File: config.mk
export PLATFORM = sky130hd
export DESIGN_NAME = ramped_hbridge_drive_controller
export DESIGN_NICKNAME = d
export VERILOG_FILES = /design/src/rtl/rhdc_pkg.sv /design/src/rtl/ramped_hbridge_drive_controller.sv /design/src/rtl/rhdc_step.sv
export SDC_FILE = /design/constraint.sdc
export NUM_CORES = 1
export LEC_CHECK = 0
export ABC_AREA = 0
export ABC_CLOCK_PERIOD_IN_PS = 7600
export BUFFER_PORTS_ARGS = -buffer_cell sky130_fd_sc_hd__buf_2
export CORE_ASPECT_RATIO = 1.75
export CORE_MARGIN = 1
export CORE_UTILIZATION = 60
export DETAILED_ROUTE_END_ITERATION = 16
export GPL_ROUTABILITY_DRIVEN = 1
export PLACE_DENSITY = 0.81
export SLEW_MARGIN = 30
export SYNTH_ARGS = -nofsm -noshare
export SYNTH_HDL_FRONTEND = slang
export SYNTH_SLANG_ARGS = --single-unit
File: constraint.sdc
create_clock -name clock -period 7.6 [get_ports clock]
set_input_delay 0.76 -clock clock [delete_from_list [all_inputs] [get_ports clock]]
set_output_delay 0.76 -clock clock [all_outputs]
set_load 0.02 [all_outputs]
File: src/rtl/rhdc_pkg.sv
// Package for the ramped H-bridge drive controller.
// Holds the mode, command and reply codes and the state and result structs.
// No dependencies.
`timescale 1ns / 1ps

package rhdc_pkg;

   // Operating modes
   typedef enum logic [1:0] {
      MODE_IDLE  = 2'd0,
      MODE_RUN   = 2'd1,
      MODE_FAULT = 2'd2,
      MODE_STOP  = 2'd3
   } mode_type;

   // Request function codes
   typedef enum logic [2:0] {
      FUNC_TICK      = 3'd0,
      FUNC_SET_SPEED = 3'd1,
      FUNC_STOP      = 3'd2,
      FUNC_STATUS    = 3'd3,
      FUNC_HEARTBEAT = 3'd4,
      FUNC_RESET     = 3'd5
   } func_type;

   // Reply codes
   typedef enum logic [2:0] {
      REPLY_NONE        = 3'd0,
      REPLY_ACK         = 3'd1,
      REPLY_STATUS      = 3'd2,
      REPLY_NACK_PAYLD  = 3'd3,
      REPLY_NACK_UNKNWN = 3'd4
   } reply_type;

   // Register indexes on the CSR port
   localparam logic REG_RAMP_STEP = 1'b0;
   localparam logic REG_TIMEOUT   = 1'b1;

   localparam int DUTY_LIMIT = 100;
   localparam int FULL_STEP  = 100;
   localparam logic [6:0]  RAMP_STEP_RESET = 7'd5;
   localparam logic [15:0] TIMEOUT_RESET   = 16'd50;
   localparam logic [15:0] AGE_MAX         = 16'hFFFF;

   // Controller state
   typedef struct packed {
      mode_type          mode;
      logic signed [7:0] goal_left;
      logic signed [7:0] goal_right;
      logic signed [7:0] duty_left;
      logic signed [7:0] duty_right;
      logic              smoothing_on;
      logic [15:0]       heartbeat_age;
      logic              fault_flag;
      logic              stop_pending;
   } state_type;

   // One response item
   typedef struct packed {
      reply_type         reply;
      logic [6:0]        left_forward_duty;
      logic [6:0]        left_reverse_duty;
      logic [6:0]        right_forward_duty;
      logic [6:0]        right_reverse_duty;
      logic              drive_enable;
      logic signed [7:0] actual_left_out;
      logic signed [7:0] actual_right_out;
      mode_type          mode_out;
      logic              fault_out;
   } result_type;

endpackage

File: src/rtl/ramped_hbridge_drive_controller.sv
// Top level of the ramped two-motor H-bridge drive controller.
// Holds the request stage, controller state, CSRs and response register.
// Depends on rhdc_pkg and rhdc_step.
`timescale 1ns / 1ps

// Usage
//   Request channel (req_*): one decoded host command or control tick per
//   request; func selects tick, set speed, stop, status, heartbeat or reset.
//   Response channel (rsp_*): exactly one response per request, in order,
//   carrying the reply code and the drive outputs after that request.
//   CSR port: APB-style, register 0 (ramp_step) at 0x0, register 1
//   (heartbeat_timeout_ticks) at 0x4; pready is tied high.
// Stages and throughput
//   A request is registered into the request stage at acceptance; when it
//   advances, its response and the state update are registered together,
//   the response in the response register. One request per cycle is
//   sustained while rsp_ready stays high; the state update is a single
//   combinational pass, so a request can follow straight behind the last.
// Reset
//   Synchronous reset empties both stages, puts the controller in idle with
//   zero targets and duties, smoothing on, and the CSRs at ramp step 5 and
//   timeout 50 ticks.
// Stall
//   While rsp_ready is low the response holds; one more request is taken
//   into the request stage, then req_ready drops until the response moves.

module ramped_hbridge_drive_controller (
   input  logic               clock,
   input  logic               reset,
   // request channel
   input  logic               req_valid,
   output logic               req_ready,
   input  logic [2:0]         req_func,
   input  logic signed [15:0] req_speed_left,
   input  logic signed [15:0] req_speed_right,
   input  logic               req_smooth_ramp,
   input  logic               req_payload_short,
   // response channel
   output logic               rsp_valid,
   input  logic               rsp_ready,
   output logic [2:0]         rsp_reply,
   output logic [6:0]         rsp_left_forward_duty,
   output logic [6:0]         rsp_left_reverse_duty,
   output logic [6:0]         rsp_right_forward_duty,
   output logic [6:0]         rsp_right_reverse_duty,
   output logic               rsp_drive_enable,
   output logic signed [7:0]  rsp_actual_left_out,
   output logic signed [7:0]  rsp_actual_right_out,
   output logic [1:0]         rsp_mode_out,
   output logic               rsp_fault_out,
   // CSR port
   input  logic               psel,
   input  logic               penable,
   input  logic               pwrite,
   input  logic [2:0]         paddr,
   input  logic [31:0]        pwdata,
   output logic [31:0]        prdata,
   output logic               pready
);

   // Request stage
   logic                s1_valid_ff;
   logic                s1_valid_in;
   logic [2:0]          s1_func_ff;
   logic signed [15:0]  s1_speed_left_ff;
   logic signed [15:0]  s1_speed_right_ff;
   logic                s1_smooth_ff;
   logic                s1_short_ff;

   // Response stage
   logic                rsp_valid_ff;
   logic                rsp_valid_in;
   rhdc_pkg::result_type rsp_ff;
   rhdc_pkg::result_type rsp_in;

   // Controller state and CSRs
   rhdc_pkg::state_type st_ff;
   rhdc_pkg::state_type st_in;
   logic [6:0]          ramp_step_ff;
   logic [15:0]         timeout_ff;

   logic                advance;
   logic                req_take;
   logic                csr_write;

   assign advance   = s1_valid_ff && (!rsp_valid_ff || rsp_ready);
   assign req_ready = !s1_valid_ff || advance;
   assign req_take  = req_valid && req_ready;
   assign csr_write = psel && penable && pwrite && pready;

   // Handshake control
   always_comb begin
      s1_valid_in = s1_valid_ff;
      if (req_take) begin
         s1_valid_in = 1'b1;
      end else if (advance) begin
         s1_valid_in = 1'b0;
      end
      rsp_valid_in = rsp_valid_ff;
      if (advance) begin
         rsp_valid_in = 1'b1;
      end else if (rsp_ready) begin
         rsp_valid_in = 1'b0;
      end
   end

   always_ff @(posedge clock) begin
      if (reset) begin
         s1_valid_ff  <= 1'b0;
         rsp_valid_ff <= 1'b0;
      end else begin
         s1_valid_ff  <= s1_valid_in;
         rsp_valid_ff <= rsp_valid_in;
      end
   end

   // Request payload register
   always_ff @(posedge clock) begin
      if (req_take) begin
         s1_func_ff        <= req_func;
         s1_speed_left_ff  <= req_speed_left;
         s1_speed_right_ff <= req_speed_right;
         s1_smooth_ff      <= req_smooth_ramp;
         s1_short_ff       <= req_payload_short;
      end
   end

   // State update and response computation
   rhdc_step u_step (
      .st            (st_ff),
      .func          (s1_func_ff),
      .spd_left      (s1_speed_left_ff),
      .spd_right     (s1_speed_right_ff),
      .smooth_ramp   (s1_smooth_ff),
      .payload_short (s1_short_ff),
      .ramp_step     (ramp_step_ff),
      .timeout_ticks (timeout_ff),
      .st_next       (st_in),
      .result        (rsp_in)
   );

   always_ff @(posedge clock) begin
      if (reset) begin
         st_ff.mode          <= rhdc_pkg::MODE_IDLE;
         st_ff.goal_left     <= '0;
         st_ff.goal_right    <= '0;
         st_ff.duty_left     <= '0;
         st_ff.duty_right    <= '0;
         st_ff.smoothing_on  <= 1'b1;
         st_ff.heartbeat_age <= '0;
         st_ff.fault_flag    <= 1'b0;
         st_ff.stop_pending  <= 1'b0;
      end else if (advance) begin
         st_ff <= st_in;
      end
   end

   always_ff @(posedge clock) begin
      if (advance) begin
         rsp_ff <= rsp_in;
      end
   end

   // CSR registers
   always_ff @(posedge clock) begin
      if (reset) begin
         ramp_step_ff <= rhdc_pkg::RAMP_STEP_RESET;
         timeout_ff   <= rhdc_pkg::TIMEOUT_RESET;
      end else if (csr_write) begin
         case (paddr[2])
            rhdc_pkg::REG_RAMP_STEP: ramp_step_ff <= pwdata[6:0];
            rhdc_pkg::REG_TIMEOUT:   timeout_ff   <= pwdata[15:0];
            default: begin
            end
         endcase
      end
   end

   // CSR read
   always_comb begin
      case (paddr[2])
         rhdc_pkg::REG_RAMP_STEP: prdata = {25'd0, ramp_step_ff};
         rhdc_pkg::REG_TIMEOUT:   prdata = {16'd0, timeout_ff};
         default:                 prdata = '0;
      endcase
   end

   assign pready = 1'b1;

   // Response ports
   assign rsp_valid              = rsp_valid_ff;
   assign rsp_reply              = rsp_ff.reply;
   assign rsp_left_forward_duty  = rsp_ff.left_forward_duty;
   assign rsp_left_reverse_duty  = rsp_ff.left_reverse_duty;
   assign rsp_right_forward_duty = rsp_ff.right_forward_duty;
   assign rsp_right_reverse_duty = rsp_ff.right_reverse_duty;
   assign rsp_drive_enable       = rsp_ff.drive_enable;
   assign rsp_actual_left_out    = rsp_ff.actual_left_out;
   assign rsp_actual_right_out   = rsp_ff.actual_right_out;
   assign rsp_mode_out           = rsp_ff.mode_out;
   assign rsp_fault_out          = rsp_ff.fault_out;

endmodule

File: src/rtl/rhdc_step.sv
// Single-pass update of the drive controller for one request.
// Computes the next controller state and the response from the current state.
// Depends on rhdc_pkg.
`timescale 1ns / 1ps

module rhdc_step (
   input  rhdc_pkg::state_type  st,
   input  logic [2:0]           func,
   input  logic signed [15:0]   spd_left,
   input  logic signed [15:0]   spd_right,
   input  logic                 smooth_ramp,
   input  logic                 payload_short,
   input  logic [6:0]           ramp_step,
   input  logic [15:0]          timeout_ticks,
   output rhdc_pkg::state_type  st_next,
   output rhdc_pkg::result_type result
);

   // Clamp a requested speed to the duty limit
   function automatic logic signed [7:0] clamp_speed(input logic signed [15:0] v);
      logic signed [7:0] r;
      if (v > 16'sd100) begin
         r = 8'sd100;
      end else if (v < -16'sd100) begin
         r = -8'sd100;
      end else begin
         r = v[7:0];
      end
      return r;
   endfunction

   // Move cur towards tgt by at most step
   function automatic logic signed [7:0] slew(input logic signed [7:0] cur,
                                              input logic signed [7:0] tgt,
                                              input logic [6:0] step);
      logic signed [8:0] diff;
      logic signed [8:0] stp;
      logic signed [8:0] r;
      diff = 9'(tgt) - 9'(cur);
      stp  = {2'b00, step};
      if (diff > stp) begin
         r = 9'(cur) + stp;
      end else if (diff < -stp) begin
         r = 9'(cur) - stp;
      end else begin
         r = 9'(tgt);
      end
      return r[7:0];
   endfunction

   rhdc_pkg::state_type s;
   rhdc_pkg::reply_type reply;
   logic [15:0]         age_inc;
   logic [6:0]          step;
   logic signed [7:0]   new_left;
   logic signed [7:0]   new_right;

   assign age_inc = (st.heartbeat_age == rhdc_pkg::AGE_MAX) ? st.heartbeat_age
                                                            : st.heartbeat_age + 16'd1;
   assign step = st.smoothing_on ? ramp_step : 7'(rhdc_pkg::FULL_STEP);
   assign new_left  = slew(st.duty_left, st.goal_left, step);
   assign new_right = slew(st.duty_right, st.goal_right, step);

   // Next state and reply
   always_comb begin
      s     = st;
      reply = rhdc_pkg::REPLY_NONE;
      if (func == rhdc_pkg::FUNC_TICK) begin
         s.stop_pending  = 1'b0;
         s.heartbeat_age = age_inc;
         if (st.stop_pending && st.mode != rhdc_pkg::MODE_STOP) begin
            s.mode       = rhdc_pkg::MODE_STOP;
            s.goal_left  = '0;
            s.goal_right = '0;
            s.duty_left  = '0;
            s.duty_right = '0;
         end else begin
            case (st.mode)
               rhdc_pkg::MODE_IDLE: begin
                  if (st.goal_left != 0 || st.goal_right != 0) begin
                     s.mode          = rhdc_pkg::MODE_RUN;
                     s.heartbeat_age = '0;
                  end
               end
               rhdc_pkg::MODE_RUN: begin
                  if (age_inc > timeout_ticks) begin
                     s.mode       = rhdc_pkg::MODE_FAULT;
                     s.fault_flag = 1'b1;
                     s.goal_left  = '0;
                     s.goal_right = '0;
                     s.duty_left  = '0;
                     s.duty_right = '0;
                  end else begin
                     s.duty_left  = new_left;
                     s.duty_right = new_right;
                     if (st.goal_left == 0 && st.goal_right == 0 &&
                         new_left == 0 && new_right == 0) begin
                        s.mode = rhdc_pkg::MODE_IDLE;
                     end
                  end
               end
               default: begin
               end
            endcase
         end
      end else begin
         // every command refreshes the watchdog
         s.heartbeat_age = '0;
         case (func)
            rhdc_pkg::FUNC_SET_SPEED: begin
               if (payload_short) begin
                  reply = rhdc_pkg::REPLY_NACK_PAYLD;
               end else begin
                  s.goal_left    = clamp_speed(spd_left);
                  s.goal_right   = clamp_speed(spd_right);
                  s.smoothing_on = smooth_ramp;
                  reply          = rhdc_pkg::REPLY_ACK;
               end
            end
            rhdc_pkg::FUNC_STOP: begin
               s.goal_left    = '0;
               s.goal_right   = '0;
               s.duty_left    = '0;
               s.duty_right   = '0;
               s.stop_pending = 1'b1;
               reply          = rhdc_pkg::REPLY_ACK;
            end
            rhdc_pkg::FUNC_STATUS: begin
               reply = rhdc_pkg::REPLY_STATUS;
            end
            rhdc_pkg::FUNC_HEARTBEAT: begin
               reply = rhdc_pkg::REPLY_ACK;
            end
            rhdc_pkg::FUNC_RESET: begin
               s.fault_flag   = 1'b0;
               s.stop_pending = 1'b0;
               s.mode         = rhdc_pkg::MODE_IDLE;
               s.goal_left    = '0;
               s.goal_right   = '0;
               s.duty_left    = '0;
               s.duty_right   = '0;
               reply          = rhdc_pkg::REPLY_ACK;
            end
            default: begin
               reply = rhdc_pkg::REPLY_NACK_UNKNWN;
            end
         endcase
      end
   end

   assign st_next = s;

   // Response fields from the updated state
   always_comb begin
      result.reply              = reply;
      result.left_forward_duty  = (s.duty_left > 0)  ? s.duty_left[6:0]  : 7'd0;
      result.left_reverse_duty  = (s.duty_left < 0)  ? 7'(-s.duty_left)  : 7'd0;
      result.right_forward_duty = (s.duty_right > 0) ? s.duty_right[6:0] : 7'd0;
      result.right_reverse_duty = (s.duty_right < 0) ? 7'(-s.duty_right) : 7'd0;
      result.drive_enable       = (s.mode == rhdc_pkg::MODE_RUN);
      result.actual_left_out    = s.duty_left;
      result.actual_right_out   = s.duty_right;
      result.mode_out           = s.mode;
      result.fault_out          = s.fault_flag;
   end

endmodule

==> impl_metrics.csv <==
group,metric,value,unit
place,dp_hpwl,22.56,mm
sta,period_needed,5907,ps
setup_path,worst_setup_path_start_kind,"register",
setup_path,reg2reg_depth,21,
synth,synth_seq_area_share,0.3806,
synth,synthSimpleGateAreaFrac,0.1932,
synth,synthDistinctLibCells,92,
synth,syn-mean-instance-area,9.085,sq um
detailed_routing,drt_wl_total,29.32,mm
flow_run,drv_cap,0,
global_routing,grt_overflow_total,0,
pwr,seqPwrFrac,0.462,
detailed_routing,viasPerCell,6.077,
pwr,clkPwrFrac,0.372,
layout,final_cell_mix,"nor2_1, buf_2, ha_1, edfxtp_1",
global_routing,grt_max_degree,79,
floorplan,io-pin-count,165,
synth,synthAdderAreaFrac,0.1185,
sta,setup_viol,0,
global_routing,grtUsageTotal,0.3168,
synth,synthMuxAreaShare,0.02469,
synth,synth.ff_latch_count,166,
clock_tree,cts_buffer_depth,2,
clock_tree,cts.clk_slew.worst_paths,70,ps
floorplan,die_h,181.5,um
synth,synth-compound-area-share,0.1944,
detailed_routing,dr.pass1.iters,4,
worst_hold_path,hold_path_startpoint,"timeout_ff[11]",
pwr,power.total,2.144,mW
place,port_buffers,129,
layout,drive_gt1_frac,0.1621,
detailed_routing,drt-initial-drc-count,526,
synth,synth-edff-count,88,
synth,yosysWarnings,0,
sta,slew_headroom,0.3629,
pwr,leakagePower,5.388,nW
layout,n_fill_cell,1490,
clock_tree,cts_sinks,166,
clock_tree,cts-root-buf,"clkbuf_16",
floorplan,core,18050,sq um
sta,worstMarginPinSlew,955.7,ps
global_routing,grt_pass1_wl,46.39,mm
global_routing,antenna_found_initial,0,
layout,nNetsFinal,1512,
detailed_routing,wl_per_cell,18.57,um
floorplan,die_w,104.6,um
synth,synthXorXnorAreaFrac,0.03171,
detailed_routing,drc,0,
synth,syn_inst,1216,
clock_tree,cts-resized-gates,0,
clock_tree,cts_setup_buffers,0,
synth,ys_async_sr_fraction,0,
sta,slew_viol_final,0,
setup_path,worst-setup-path-type,"register to register",
pwr,p_sw_frac,0.2889,
setup_path,cp-end-kind,"register",
clock_tree,cts_buffers,17,
sta,grt_setup_unrepaired,"no",
synth,synth_flop_cell,"edfxtp_1",
pwr,ir_drop,0.2284,mV
sta,skew,7.111,ps
layout,multi_input_area,6291,sq um
sta,finalSetupTns,0,ps
global_routing,first_global_vias,9661,
pwr,p_per_area,173.5,nW/um^2
sta,final_hold_viol_count,0,
synth,synth_top_family_by_area,"compound AO/OA/AOI/OAI gates",
setup_path,timing.rr.start,"st_ff[28]",
layout,diodes,0,
layout,area_growth,11.86,%
clock_tree,cts_hold_buf,0,
floorplan,dieArea,18980,sq um
pwr,p_sw,0.6194,mW
layout,layout_commonest_cell,"nor2_1",
floorplan,row_count,65,
clock_tree,cts_tree,"built",
place,place_congestion,0.9964,
worst_hold_path,min_path_cells,2,
setup_path,cp.arrival,6100,ps
worst_hold_path,hold_class,"register to register",
status,status,"finished clean",
detailed_routing,drtAntennaViolNets,0,
sta,post-route-period-util,0.7772,
setup_path,crit_fanout,8,
setup_path,required,7790,ps
floorplan,start_util,0.6119,
synth,synth_area,11050,sq um
pwr,power_frac_comb,0.166,
layout,ff_latch_area,4204,sq um
clock_tree,htreeDepth,4,
sta,timing.fmax,0.1693,GHz
setup_path,crit_start,"st_ff[28]",
pwr,intPower,1.525,mW
clock_tree,clock_latency,430,ps
detailed_routing,via_count,9595,
## final timing paths
| kind | end | slack [ps] |
|---|---|---|
| setup / recovery | rsp_left_reverse_duty[6] | 1690 |
| hold / removal | timeout_ff[11] | 460 |
| setup reg to reg | rsp_left_reverse_duty[6] | 1690 |
| hold reg to reg | timeout_ff[11] | 460 |
## through the flow
step / instances / hold WS, ps / cell area [sq um] / utilization / setup WS, ps
after floorplan: 1231 / 436.3 / 11100 / - / 2719
after global placement: 1546 / 443.7 / 11800 / 0.6536 / 1906
after detailed placement: 1547 / 448.1 / 11810 / 0.6540 / 1778
after CTS: 1579 / 457.6 / 12350 / 0.6839 / 1727
after global routing: 1579 / 483.8 / 12360 / 0.6844 / 1361
final: 1579 / 456.2 / 12360 / 0.6844 / 1693
## final cells by class
class / instances / share of cell area
Clock inverter: 13 / 0.007898
Timing Repair Buffer: 135 / 0.05589
Sequential cell: 166 / 0.3402
Tap cell: 234 / 0.02369
Clock buffer: 19 / 0.03584
Inverter: 90 / 0.02734
Multi-Input combinational cell: 922 / 0.5091
## metal layers
metal | up-vias | GRT usage | part of all wire
met4 | 0 | 0.2665 | 0.080
met2 | 327 | 0.6029 | 0.54
met3 | 132 | 0.04989 | 0.039
met5 | - | 0 | 0
li1 | 4615 | - | -
met1 | 4521 | 0.2873 | 0.34
## cells by family (layout without fill, tap and decap cells)
logic type | count (synthesis) | in the layout
AOI/OAI and AO/OA | 300 | 300
xor gates and xnor gates | 40 | 40
adders and majority gates | 101 | 101
buffers and inverters | 143 | 257
DFF | 166 | 166
muxes | 26 | 26
other | 2 | 17
and+or+nand+nor | 438 | 438
## cell usage after synthesis, types with 19 or more instances
| cell type | count | share of area |
|---|---|---|
| a21oi_1 | 85 | 0.039 |
| nand2b_1 | 24 | 0.014 |
| and2_1 | 22 | 0.012 |
| o21ai_0 | 39 | 0.018 |
| nand3_1 | 23 | 0.010 |
| a22oi_1 | 20 | 0.014 |
| ha_1 | 95 | 0.11 |
| dfxtp_1 | 78 | 0.14 |
| edfxtp_1 | 88 | 0.24 |
| a211oi_1 | 19 | 0.013 |
| inv_1 | 85 | 0.029 |
| buf_4 | 19 | 0.013 |
| nor3_1 | 30 | 0.014 |
| nor2b_1 | 25 | 0.014 |
| clkbuf_1 | 26 | 0.0088 |
| nand2_1 | 85 | 0.029 |
| nor2_1 | 158 | 0.054 |
| xnor2_1 | 27 | 0.021 |
## worst max-delay path, stage by stage, from the launching register on
cell       delay, ps
dfxtp_1          630
inv_1            170
fa_1             490
a21oi_1          210
o21bai_1         140
o21a_1           180
nor2_1           110
xnor2_1          180
ha_1             320
nand2_1           80
o211ai_1          90
o21ai_0          350
nand4_1          360
nand2_1          350
mux2i_1          400
a2bb2oi_1        440
ha_1             220
inv_1             60
a221oi_1         330
nand4_2          190
xor2_1           180
and2_1           150
## power by group through the flow
stage,Combinational [mW],Sequential (mW),Clock (mW)
global placement,0.341,1.01,0
global route,0.384,0.993,0.839
detailed placement,0.348,1.01,0
floorplan,0.247,1.01,0
finish,0.357,0.990,0.797
CTS,0.351,0.990,0.806
## flip-flops by register name (all words and copies together), names as in the netlist, 2 cells and up
signal	flops
s1_speed_left_ff	16
rsp_mode_out	2
rsp_reply	3
st_ff	53
rsp_right_reverse_duty	7
ramp_step_ff	7
s1_func_ff	3
timeout_ff	16
rsp_right_forward_duty	7
rsp_left_forward_duty	7
rsp_actual_right_out	8
s1_speed_right_ff	16
rsp_left_reverse_duty	7
rsp_actual_left_out	8
Note: power is estimated with default switching activity, not from simulation.
